`config.mk`:
```
export PLATFORM = sky130hd
export DESIGN_NAME = max_heap_build_and_delete
export DESIGN_NICKNAME = d
export VERILOG_FILES = /design/src/rtl/mhbd_pkg.sv /design/src/rtl/mhbd_dp.sv /design/src/rtl/mhbd_ctrl.sv /design/src/rtl/max_heap_build_and_delete.sv
export SDC_FILE = /design/constraint.sdc
export NUM_CORES = 2
export LEC_CHECK = 0
export CAP_MARGIN = 15
export CORE_UTILIZATION = 55
export DETAILED_ROUTE_END_ITERATION = 16
export DONT_BUFFER_PORTS = 1
export HOLD_SLACK_MARGIN = 0.15
export PLACE_DENSITY = 0.69
export SKIP_LAST_GASP = 1
export SLEW_MARGIN = 20
export SYNTH_ARGS = -nofsm -noshare
export SYNTH_HDL_FRONTEND = slang
export SYNTH_HIERARCHICAL = 1
export SYNTH_SLANG_ARGS = --single-unit
export TNS_END_PERCENT = 1
```
`constraint.sdc`:
```
create_clock -name clk -period 17.45 [get_ports clk]
set_input_delay 1.745 -clock clk [delete_from_list [all_inputs] [get_ports clk]]
set_output_delay 1.745 -clock clk [all_outputs]
set_load 0.01 [all_outputs]
```
`src/rtl/mhbd_pkg.sv`:
```
`timescale 1ns / 1ps
package mhbd_pkg;

  // Default store depth
  localparam int CAPACITY_DEF = 64;

  // Operation codes of a request
  typedef enum logic [1:0] {
    K_APPEND = 2'd0,
    K_BUILD  = 2'd1,
    K_DELETE = 2'd2,
    K_READ   = 2'd3
  } kind_t;

  // Result status codes
  typedef enum logic [1:0] {
    STAT_OK        = 2'd0,
    STAT_NOT_FOUND = 2'd1,
    STAT_FULL      = 2'd2,
    STAT_BAD_INDEX = 2'd3
  } status_t;

  typedef struct packed {
    kind_t              kind;
    logic signed [31:0] value;
    logic [5:0]         index;
  } in_item_t;

  typedef struct packed {
    status_t            status;
    logic signed [31:0] read_value;
    logic [6:0]         count;
  } out_item_t;

  // Datapath commands, one per cycle
  typedef enum logic [4:0] {
    OP_NONE,
    OP_LOAD,
    OP_APPEND,
    OP_SET_FULL,
    OP_SET_BADIDX,
    OP_SET_NOTFOUND,
    OP_RD_IDX,
    OP_RD_CAP,
    OP_BLD_INIT,
    OP_BLD_DEC,
    OP_SD_ISSUE,
    OP_SD_LEFT,
    OP_SD_RIGHT,
    OP_SD_CMP,
    OP_SD_SWAP1,
    OP_SD_SWAP2,
    OP_SRCH_INIT,
    OP_SRCH_ISSUE,
    OP_SRCH_NEXT,
    OP_SRCH_HIT,
    OP_DEL_RDLAST,
    OP_DEL_MOVE,
    OP_SU_ISSUE,
    OP_SU_SWAP1,
    OP_SU_SWAP2
  } dp_op_t;

  // Datapath status back to the controller
  typedef struct packed {
    kind_t kind;
    logic  full;
    logic  bad_idx;
    logic  bld_done;
    logic  sd_stop;
    logic  srch_end;
    logic  srch_hit;
    logic  last_slot;
    logic  pos_zero;
    logic  par_zero;
    logic  up_win;
    logic  up_moved;
  } dp_status_t;

  // Controller states
  typedef enum logic [4:0] {
    S_IDLE,
    S_DECODE,
    S_RD_WAIT,
    S_BLD_NEXT,
    S_SD_POS,
    S_SD_LEFT,
    S_SD_RIGHT,
    S_SD_CMP,
    S_SD_SWAP1,
    S_SD_SWAP2,
    S_SRCH_ISSUE,
    S_SRCH_CHK,
    S_DEL_RDLAST,
    S_DEL_MOVE,
    S_SU_ISSUE,
    S_SU_CHK,
    S_SU_SWAP2,
    S_DONE
  } state_t;

endpackage

```
`src/rtl/mhbd_dp.sv`:
```
`timescale 1ns / 1ps
module mhbd_dp #(
  parameter int CAPACITY = mhbd_pkg::CAPACITY_DEF
) (
  input  logic                  clk,
  input  logic                  rst_n,
  input  mhbd_pkg::in_item_t    in_item,
  input  mhbd_pkg::dp_op_t      op,
  output mhbd_pkg::dp_status_t  sts,
  output mhbd_pkg::out_item_t   out_item
);
  import mhbd_pkg::*;

  localparam int AW  = $clog2(CAPACITY);
  localparam int CW  = $clog2(CAPACITY + 1);
  localparam int CHW = AW + 2;

  // Request and result registers
  kind_t              kind_r;
  logic signed [31:0] val_r;
  logic [5:0]         idx_r;
  status_t            status_r;
  logic signed [31:0] rd_r;

  // Heap bookkeeping
  logic [CW-1:0]      cnt_r;
  logic [CW-1:0]      i_r;
  logic [AW-1:0]      pos_r;
  logic [AW-1:0]      big_r;
  logic signed [31:0] posv_r;
  logic signed [31:0] bigv_r;
  logic               moved_r;

  // Store
  logic signed [31:0] mem [CAPACITY];
  logic signed [31:0] rdata_r;
  logic [AW-1:0]      rd_addr;
  logic [AW-1:0]      wr_addr;
  logic signed [31:0] wr_data;
  logic               wr_en;

  // Child and parent positions
  logic [CHW-1:0] l_c;
  logic [CHW-1:0] r_c;
  logic [CHW-1:0] n_c;
  logic [AW-1:0]  pos_m1;
  logic [AW-1:0]  par_c;
  logic           l_wins;
  logic           r_wins;
  logic [31:0]    cnt_ext;

  assign l_c    = CHW'({pos_r, 1'b1});
  assign r_c    = l_c + CHW'(1);
  assign n_c    = CHW'(cnt_r);
  assign pos_m1 = pos_r - AW'(1);
  assign par_c  = AW'(pos_m1 >> 1);
  assign l_wins = (l_c < n_c) && (rdata_r > bigv_r);
  assign r_wins = (r_c < n_c) && (rdata_r > bigv_r);
  assign cnt_ext = 32'(cnt_r);

  // Report status
  assign sts.kind      = kind_r;
  assign sts.full      = (cnt_r == CW'(CAPACITY));
  assign sts.bad_idx   = (32'(idx_r) >= cnt_ext);
  assign sts.bld_done  = (i_r == '0);
  assign sts.sd_stop   = (big_r == pos_r) && !r_wins;
  assign sts.srch_end  = (i_r == cnt_r);
  assign sts.srch_hit  = (rdata_r == val_r);
  assign sts.last_slot = (CW'(pos_r) == cnt_r);
  assign sts.pos_zero  = (pos_r == '0);
  assign sts.par_zero  = (par_c == '0);
  assign sts.up_win    = (posv_r > rdata_r);
  assign sts.up_moved  = moved_r;

  assign out_item.status     = status_r;
  assign out_item.read_value = rd_r;
  assign out_item.count      = cnt_ext[6:0];

  // Select store addresses and write data
  always_comb begin
    rd_addr = pos_r;
    wr_addr = pos_r;
    wr_data = bigv_r;
    wr_en   = 1'b0;
    unique case (op)
      OP_APPEND: begin
        wr_en   = 1'b1;
        wr_addr = cnt_r[AW-1:0];
        wr_data = val_r;
      end
      OP_RD_IDX:     rd_addr = AW'(idx_r);
      OP_SD_ISSUE:   rd_addr = pos_r;
      OP_SD_LEFT:    rd_addr = l_c[AW-1:0];
      OP_SD_RIGHT:   rd_addr = r_c[AW-1:0];
      OP_SD_SWAP1: begin
        wr_en   = 1'b1;
        wr_data = bigv_r;
      end
      OP_SD_SWAP2: begin
        wr_en   = 1'b1;
        wr_addr = big_r;
        wr_data = posv_r;
      end
      OP_SRCH_ISSUE: rd_addr = i_r[AW-1:0];
      OP_DEL_RDLAST: rd_addr = cnt_r[AW-1:0];
      OP_DEL_MOVE, OP_SU_SWAP1: begin
        wr_en   = 1'b1;
        wr_data = rdata_r;
      end
      OP_SU_ISSUE:   rd_addr = par_c;
      OP_SU_SWAP2: begin
        wr_en   = 1'b1;
        wr_addr = par_c;
        wr_data = posv_r;
      end
      default: begin
      end
    endcase
  end

  // Store with registered read
  always_ff @(posedge clk) begin
    if (wr_en) begin
      mem[wr_addr] <= wr_data;
    end
    rdata_r <= mem[rd_addr];
  end

  // Hold the entry count
  always_ff @(posedge clk) begin
    if (!rst_n) begin
      cnt_r <= '0;
    end else if (op == OP_APPEND) begin
      cnt_r <= cnt_r + CW'(1);
    end else if (op == OP_SRCH_HIT) begin
      cnt_r <= cnt_r - CW'(1);
    end
  end

  // Advance working registers
  always_ff @(posedge clk) begin
    unique case (op)
      OP_LOAD: begin
        kind_r   <= in_item.kind;
        val_r    <= in_item.value;
        idx_r    <= in_item.index;
        status_r <= STAT_OK;
        rd_r     <= '0;
      end
      OP_SET_FULL:     status_r <= STAT_FULL;
      OP_SET_BADIDX:   status_r <= STAT_BAD_INDEX;
      OP_SET_NOTFOUND: status_r <= STAT_NOT_FOUND;
      OP_RD_CAP:       rd_r <= rdata_r;
      OP_BLD_INIT:     i_r <= cnt_r >> 1;
      OP_BLD_DEC: begin
        i_r   <= i_r - CW'(1);
        pos_r <= AW'(i_r - CW'(1));
      end
      OP_SD_LEFT: begin
        posv_r <= rdata_r;
        bigv_r <= rdata_r;
        big_r  <= pos_r;
      end
      OP_SD_RIGHT: begin
        if (l_wins) begin
          big_r  <= l_c[AW-1:0];
          bigv_r <= rdata_r;
        end
      end
      OP_SD_CMP: begin
        if (r_wins) begin
          big_r  <= r_c[AW-1:0];
          bigv_r <= rdata_r;
        end
      end
      OP_SD_SWAP2:  pos_r <= big_r;
      OP_SRCH_INIT: i_r <= '0;
      OP_SRCH_NEXT: i_r <= i_r + CW'(1);
      OP_SRCH_HIT:  pos_r <= AW'(i_r);
      OP_DEL_MOVE: begin
        posv_r  <= rdata_r;
        moved_r <= 1'b0;
      end
      OP_SU_SWAP2: begin
        pos_r   <= par_c;
        moved_r <= 1'b1;
      end
      default: begin
      end
    endcase
  end

`ifndef NO_ASSERTIONS
  a_cnt_bound: assert property (@(posedge clk) disable iff (!rst_n)
    cnt_r <= CW'(CAPACITY))
    else $error("entry count beyond capacity");

  a_append_room: assert property (@(posedge clk) disable iff (!rst_n)
    op == OP_APPEND |-> cnt_r != CW'(CAPACITY))
    else $error("append into a full store");

  a_su_not_root: assert property (@(posedge clk) disable iff (!rst_n)
    op == OP_SU_ISSUE |-> pos_r != '0)
    else $error("sift-up issued at the root");
`endif

endmodule

```
`src/rtl/mhbd_ctrl.sv`:
```
`timescale 1ns / 1ps
module mhbd_ctrl (
  input  logic                  clk,
  input  logic                  rst_n,
  input  logic                  start,
  input  mhbd_pkg::dp_status_t  sts,
  output mhbd_pkg::dp_op_t      op,
  output logic                  busy,
  output logic                  out_valid
);
  import mhbd_pkg::*;

  state_t state_r;
  state_t state_nxt;

  // Hold state
  always_ff @(posedge clk) begin
    if (!rst_n) begin
      state_r <= S_IDLE;
    end else begin
      state_r <= state_nxt;
    end
  end

  // Next state
  always_comb begin
    state_nxt = state_r;
    unique case (state_r)
      S_IDLE: begin
        if (start) state_nxt = S_DECODE;
      end
      S_DECODE: begin
        unique case (sts.kind)
          K_APPEND: state_nxt = S_DONE;
          K_BUILD:  state_nxt = S_BLD_NEXT;
          K_DELETE: state_nxt = S_SRCH_ISSUE;
          K_READ:   state_nxt = sts.bad_idx ? S_DONE : S_RD_WAIT;
          default:  state_nxt = S_DONE;
        endcase
      end
      S_RD_WAIT:  state_nxt = S_DONE;
      S_BLD_NEXT: state_nxt = sts.bld_done ? S_DONE : S_SD_POS;
      S_SD_POS:   state_nxt = S_SD_LEFT;
      S_SD_LEFT:  state_nxt = S_SD_RIGHT;
      S_SD_RIGHT: state_nxt = S_SD_CMP;
      S_SD_CMP: begin
        if (!sts.sd_stop) begin
          state_nxt = S_SD_SWAP1;
        end else if (sts.kind == K_BUILD) begin
          state_nxt = S_BLD_NEXT;
        end else begin
          state_nxt = S_DONE;
        end
      end
      S_SD_SWAP1:   state_nxt = S_SD_SWAP2;
      S_SD_SWAP2:   state_nxt = S_SD_POS;
      S_SRCH_ISSUE: state_nxt = sts.srch_end ? S_DONE : S_SRCH_CHK;
      S_SRCH_CHK:   state_nxt = sts.srch_hit ? S_DEL_RDLAST : S_SRCH_ISSUE;
      S_DEL_RDLAST: state_nxt = S_DEL_MOVE;
      S_DEL_MOVE: begin
        priority if (sts.last_slot) begin
          state_nxt = S_DONE;
        end else if (sts.pos_zero) begin
          state_nxt = S_SD_POS;
        end else begin
          state_nxt = S_SU_ISSUE;
        end
      end
      S_SU_ISSUE: state_nxt = S_SU_CHK;
      S_SU_CHK: begin
        priority if (sts.up_win) begin
          state_nxt = S_SU_SWAP2;
        end else if (sts.up_moved) begin
          state_nxt = S_DONE;
        end else begin
          state_nxt = S_SD_POS;
        end
      end
      S_SU_SWAP2: state_nxt = sts.par_zero ? S_DONE : S_SU_ISSUE;
      S_DONE:     state_nxt = S_IDLE;
      default:    state_nxt = S_IDLE;
    endcase
  end

  // Drive datapath commands and handshake outputs
  always_comb begin
    op        = OP_NONE;
    busy      = (state_r != S_IDLE);
    out_valid = (state_r == S_DONE);
    unique case (state_r)
      S_IDLE: begin
        if (start) op = OP_LOAD;
      end
      S_DECODE: begin
        unique case (sts.kind)
          K_APPEND: op = sts.full ? OP_SET_FULL : OP_APPEND;
          K_BUILD:  op = OP_BLD_INIT;
          K_DELETE: op = OP_SRCH_INIT;
          K_READ:   op = sts.bad_idx ? OP_SET_BADIDX : OP_RD_IDX;
          default:  op = OP_NONE;
        endcase
      end
      S_RD_WAIT:  op = OP_RD_CAP;
      S_BLD_NEXT: op = sts.bld_done ? OP_NONE : OP_BLD_DEC;
      S_SD_POS:   op = OP_SD_ISSUE;
      S_SD_LEFT:  op = OP_SD_LEFT;
      S_SD_RIGHT: op = OP_SD_RIGHT;
      S_SD_CMP:   op = OP_SD_CMP;
      S_SD_SWAP1: op = OP_SD_SWAP1;
      S_SD_SWAP2: op = OP_SD_SWAP2;
      S_SRCH_ISSUE: op = sts.srch_end ? OP_SET_NOTFOUND : OP_SRCH_ISSUE;
      S_SRCH_CHK:   op = sts.srch_hit ? OP_SRCH_HIT : OP_SRCH_NEXT;
      S_DEL_RDLAST: op = OP_DEL_RDLAST;
      S_DEL_MOVE:   op = sts.last_slot ? OP_NONE : OP_DEL_MOVE;
      S_SU_ISSUE:   op = OP_SU_ISSUE;
      S_SU_CHK:     op = sts.up_win ? OP_SU_SWAP1 : OP_NONE;
      S_SU_SWAP2:   op = OP_SU_SWAP2;
      S_DONE:       op = OP_NONE;
      default:      op = OP_NONE;
    endcase
  end

`ifndef NO_ASSERTIONS
  a_strobe_single: assert property (@(posedge clk) disable iff (!rst_n)
    out_valid |=> !out_valid)
    else $error("result strobe held longer than one cycle");

  a_load_busy: assert property (@(posedge clk) disable iff (!rst_n)
    op == OP_LOAD |=> busy)
    else $error("request taken but block not busy");

  a_done_idle: assert property (@(posedge clk) disable iff (!rst_n)
    out_valid |=> !busy)
    else $error("block still busy after result");
`endif

endmodule

```
`src/rtl/max_heap_build_and_delete.sv`:
```
`timescale 1ns / 1ps
// Binary max heap of signed 32-bit values in an on-chip store.
// Request channel: drive in_item and raise start; the request is taken at
// the clock edge where start is high and busy is low. Kinds: append, build
// heap, delete by value, read entry at index.
// Result channel: out_valid pulses for exactly one cycle with out_item
// (status, read value, entry count). The receiver cannot stall; the result
// must be captured in that cycle. Exactly one result per request.
// One request is in flight at a time; busy stays high until the cycle after
// the result strobe. A delete scans entries for the value, then sifts the
// moved entry up or down; a build sifts down every internal node, from the
// last one to the root. Every entry visited costs one registered read through
// the single read port of the store.
// Reset empties the heap (count zero); store contents are left as they are
// and are never used before being written.
module max_heap_build_and_delete #(
  parameter int CAPACITY = mhbd_pkg::CAPACITY_DEF
) (
  input  logic                 clk,
  input  logic                 rst_n,
  input  logic                 start,
  output logic                 busy,
  input  mhbd_pkg::in_item_t   in_item,
  output logic                 out_valid,
  output mhbd_pkg::out_item_t  out_item
);
  import mhbd_pkg::*;

  dp_op_t     op;
  dp_status_t sts;

  mhbd_ctrl u_ctrl (
    .clk       (clk),
    .rst_n     (rst_n),
    .start     (start),
    .sts       (sts),
    .op        (op),
    .busy      (busy),
    .out_valid (out_valid)
  );

  mhbd_dp #(
    .CAPACITY (CAPACITY)
  ) u_dp (
    .clk      (clk),
    .rst_n    (rst_n),
    .in_item  (in_item),
    .op       (op),
    .sts      (sts),
    .out_item (out_item)
  );

endmodule
```
# [Yosys cells after proc, flatten, opt, wreduce, memory -nomap -nowiden]
# Memories as Yosys holds them, arrays and structs flattened. A register that Yosys moved wholly into a read port is not among the register bits.
# Cells that the tools add are included.
[op_classes] n_addsub=6 order_cmp=5 eq_ne=51 n_mux=43 n_reduce_logical=22
[ops] cell="32-bit one-hot mux with 3 select lines" n=2
[ops] cell="5-bit one-hot mux with 17 select lines" n=2
[ops] cell="5-bit by 4-bit equality test with 1-bit output, second input constant" n=15
[ops] cell="5-bit 2-to-1 mux" n=13
[ops] cell="32-bit > comparator" n=2
[ops] cell="32-bit 2-to-1 mux" n=2
[ops] cell="32-bit one-hot mux with 2 select lines" n=1
[ops] cell="5-bit equality test, second input constant" n=11
[ops] cell="5-bit by 3-bit equality test with 1-bit output, second input constant" n=8
[ops] cell="5-bit one-hot mux with 4 select lines" n=2
[ops] cell="6-bit one-hot mux with 3 select lines" n=2
[ops] cell="6-bit one-hot mux with 6 select lines" n=1
[ops] cell="32-bit equality test" n=1
[ops] cell="7-bit one-hot mux with 4 select lines" n=1
[ops] cell="6-bit one-hot mux with 4 select lines" n=1
[ops] cell="5-bit by 2-bit equality test with 1-bit output, second input constant" n=4
[ops] cell="7-bit by 1-bit adder with 7-bit output, second input constant" n=2
[ops] cell="7-bit 2-to-1 mux" n=2
[ops] cell="7-bit by 1-bit subtractor with 7-bit output, second input constant" n=2
[ops] cell="6-bit logical NOT" n=2
[ops] cell="6-bit 2-to-1 mux" n=2
[ops] cell="4-bit nonzero test" n=3
[ops] cell="5-bit by 1-bit equality test with 1-bit output, second input constant" n=2
[ops] cell="7-bit by 1-bit adder with 8-bit output, second input constant" n=1
[ops] cell="other kinds (29)" n=43
[totals] ff_bits=170 ramBits=2048 in_bits=43 out_inout_bits=43 elab_cells=141 memories=1
[memory_table] memory="u_dp.mem" depth=64 word_bits=32 read_ports=1 rd_ports_with_merged_regs=1 write_ports=1 line="mhbd_dp.sv:35" rtl="logic signed [31:0] mem [CAPACITY];"

# [Logic depth before layout (Yosys ltp)]
[depth] ltp_word=9 mapped_depth=28 ltp_nobuf=25

# [Modules after synthesis]
# The synthesis kept the hierarchy.
[by_module_without_submodules] module="mhbd_dp" n_inst=1 cells_each=6299 area_each_um2=91428.9 seq_area_each_um2=67024.3
[by_module_without_submodules] module="mhbd_ctrl" n_inst=1 cells_each=117 area_each_um2=752.0 seq_area_each_um2=100.1

# [Worst setup path before layout]
# No wires, ideal clock.
[synth_path] kind="register -> register" startpoint="register u_dp.rdata_r[1], read port of u_dp.mem" endpoint="memory u_dp.mem[0][13], data pin" setup_time_ps=702 arrival_time_ps=6795 required_time_ps=16748 setup_slack_ps=9953 stages_incl_launch_ff=25 n_path_buf=4 synth_period_minus_slack_ps=7497 path_cell_list="dfxtp_1 inv_1 ha_1 nor2b_1 o21a_1 o21a_1 o21a_1 o21a_1 o21a_1 o21ai_0 a21oi_1 nor4bb_1 a21oi_1 a22oi_1 o221ai_1 buf_2 buf_1 nand3_1 inv_1 or2_2 nor2_1 o21ai_0 clkbuf_1 buf_1 o21ai_0"
[synth_lines] element="from (decl)" line="mhbd_dp.sv:36" rtl="logic signed [31:0] rdata_r;"
[synth_lines] element="to (decl)" line="mhbd_dp.sv:35"

==> run_results.csv <==
group,metric,value,unit
run_status,status,"complete, no violations",
critical_path,cp-end-kind,"flip-flop",
route,num_vias,57136,
cts,ctsHoldBuffers,0,
timing,maxSlewHeadroom,16.77,%
cells_and_area,seq_area,67120,um2
critical_path,crit_chain,"inv_1 -> ha_1 -> a21o_1 -> a21oi_1 -> nor2b_1 -> o21ai_0 -> nand2b_1 -> a21oi_1 -> o21ai_0 -> a21oi_1 -> o21ai_0 -> a21oi_1 -> a32oi_1 -> nand2_1 -> nand2_2 -> nor3_1 -> or2_2 -> nor2_1 -> a221oi_1 -> nand3_1 -> nor2_4 -> buf_4",
cells_and_area,nFillCells,11805,
timing,rsz0062_at_grt,"false",
global_route,busiest_layer,"met2",
critical_path,crit_family,"simple AND/OR/NAND/NOR gates",
cts,path_clk_slew,0.06,ns
cts,cts_resized,0,
cells_and_area,multiInputGateArea,23850,um2
cells_and_area,fin_nets,6494,
logic_synthesis,ys_seq_elements,2250,
logic_synthesis,synthFlopType,"edfxtp_1",
cts,cts_tree,"yes",
critical_path,max_stage_delay,0.95,ns
timing,worst_slack,7.745,ns
critical_path,start_kind,"flip-flop",
cells_and_area,drive_above_1_share,10.04,%
critical_path,cp_data_arrival_time,10.20,ns
logic_synthesis,async_reset_ff_share,0,%
timing,hold_viol,0,
cts,cts_root_buf,"clkbuf_16",
timing,fmax,0.1030,GHz
logic_synthesis,synth_edf_count,2206,
floorplan,die_w,411.4,um
logic_synthesis,synth.distinct_cells,77,
critical_path,r2r_cells,22,
logic_synthesis,syn-instance-count,6416,
global_route,overflow,0,
route,wl_per_cell,28.32,um
floorplan,fp.dieH,411.4,um
global_route,grtUsageMet1,41.61,%
cells_and_area,final_common_cell,"edfxtp_1",
route,drt_pass1_iterations,8,
flow_run,cap_violations,0,
worst_hold_path,hold_class,"reg -> reg",
global_route,grt_pass1_wl,359200,um
critical_path,crit_type,"reg -> reg",
timing,finalSetupViolCount,0,
global_route,grt_pass1_vias,53638,
cts,post_cts_buffers,0,
route,antenna_left,0,
timing,skew,0.04103,ns
timing,setup_tns,0,ns
route,route.detailed.drc,0,
floorplan,ios,86,
placed_design,globalplace.congestion,0.9074,
floorplan,fp-row-count,149,
critical_path,cpMostUsedCell,"a21oi_1",
logic_synthesis,syn_nets,6557,
cells_and_area,design_area,102500,um2
cts,clk-insertion-delay-late,0.89,ns
route,viasPerCell,6.552,
logic_synthesis,ys_warn_count,6,
logic_synthesis,post_synth_instance_area,92180,um2
critical_path,path_max_fanout,39,
worst_hold_path,whs_path_depth,0,
cts,cts_buffer_depth,3,
cells_and_area,n_antenna_cell,0,
global_route,grt_use_total,28.85,%
global_route,grt_max_degree,212,
placed_design,dp_hpwl,135000,um
cells_and_area,area_growth,11.21,%
critical_path,cpMaxStageDelayCell,"nand3_1",
logic_synthesis,yosysSeqAreaShare,72.82,%
cells_and_area,layout_common_cells,"2206 x edfxtp_1, 1084 x nand2_1, 533 x nor2b_1",
timing,tightest_slew,1.232,ns
global_route,grtUsageMet2,45.06,%
placed_design,portBuffers,0,
cts,clock_sinks,2250,
floorplan,initial_core_util,55.62,%
cts,cts_made_buffers,220,
route,drt_iter0_markers,7915,
route,drt-total-wl,247000,um
floorplan,core,165700,um2
global_route,met3_usage,5.044,%
critical_path,path_depth,22,
logic_synthesis,synth.avg_cell_area,14.37,um2
placed_design,placed_area,95640,um2
timing,final-max-slew-violation-count,0,
critical_path,worstPathRequired,17.95,ns
timing,fin_crit_sh,55.62,%
timing,period_needed,9.705,ns
floorplan,dieArea,169200,um2
placed_design,place_ws,7.929,ns
cts,htreeDepth,4,
critical_path,crit_buf_inv,2,
timing,fin_hold_ws,0.5510,ns
global_route,antenna_found_initial,9,
## state kept, by name, indices dropped and copies added, names as in the netlist, 7 cells and up
name          cells
u_dp/cnt_r        7
u_dp/rdata_r     32
u_dp/rd_r        32
u_dp/val_r       32
u_dp/posv_r      32
u_dp/i_r          7
u_dp/mem       2048
u_dp/bigv_r      32
## Yosys cell counts (6+ instances only)
cell         n  share of area (%)
a21oi_1     65               0.35
buf_4       16               0.13
xnor2_1     24               0.23
o22ai_1      6              0.041
a211oi_1   516                4.2
nor4_1      45               0.31
nand2_1   1086                4.4
nor2_1     161               0.66
nor3_1      19               0.10
xor2_1      49               0.47
a22oi_1     12              0.098
nor3b_1      7              0.057
buf_1       16              0.065
edfxtp_1  2206                 72
or3_1        7              0.048
nor2b_1    535                3.6
a222oi_1    33               0.36
clkbuf_1   254                1.0
inv_1       87               0.35
buf_2      189                1.0
a31oi_1     12              0.081
and2_1      11              0.075
o21ai_0     58               0.31
ha_1        97                1.3
dfxtp_1     44               0.96
a21o_1      24               0.20
o41ai_1    128                1.2
o21a_1      13               0.11
nand4_1     54               0.37
nand2b_1    21               0.14
nand3_1     23               0.12
a311oi_1   512                4.9
## layout make-up
type | instances | share of cell area (%)
repair buffers | 191 | 1.562
flip-flops and latches | 2250 | 65.48
inverters | 88 | 0.3222
multi-input cells | 3602 | 23.27
well taps | 2189 | 2.672
clock buffers | 276 | 5.715
clock inverters | 125 | 0.9849
## metal layers
metal | up-vias | part of all wire, %
met5 | - | 0.0081
met2 | 3003 | 46
met4 | 2 | 2.7
met1 | 28830 | 41
met3 | 430 | 10
li1 | 24871 | -
## kinds of logic (layout without fill, tap and decap cells)
kind of cell | Yosys count | after routing | synth area share [%]
compound gates | 1430 | 1430 | 12.31
flops | 2250 | 2250 | 72.82
mux | 3 | 3 | 0.04750
fa+ha+maj | 98 | 98 | 1.338
buf+inv | 564 | 680 | 2.626
xor+xnor | 73 | 73 | 0.6936
simple gates | 1998 | 1998 | 10.16
## final timing paths
check	to	start	slack [ns]
hold reg to reg	u_dp/posv_r[28]	u_dp/rdata_r[28]	0.55
setup reg to reg	u_dp/mem[56][19]	u_dp/rdata_r[9]	7.74
hold / removal	u_dp/posv_r[28]	u_dp/rdata_r[28]	0.55
setup / recovery	u_dp/mem[56][19]	u_dp/rdata_r[9]	7.74
## metrics by stage
| stage | utilization, % | instances |
|---|---|---|
| 4_1_cts | 61.85 | 8721 |
| 3_5_place_dp | 57.71 | 8320 |
| 3_3_place_gp | 57.52 | 8306 |
| 5_1_grt | 61.86 | 8721 |
| 2_1_floorplan | - | 6416 |
| 6_report | 61.86 | 8721 |
Power is left out: the tool's default activity adds up to more than one toggle a clock period on the data nets, which glitch-free logic cannot reach.
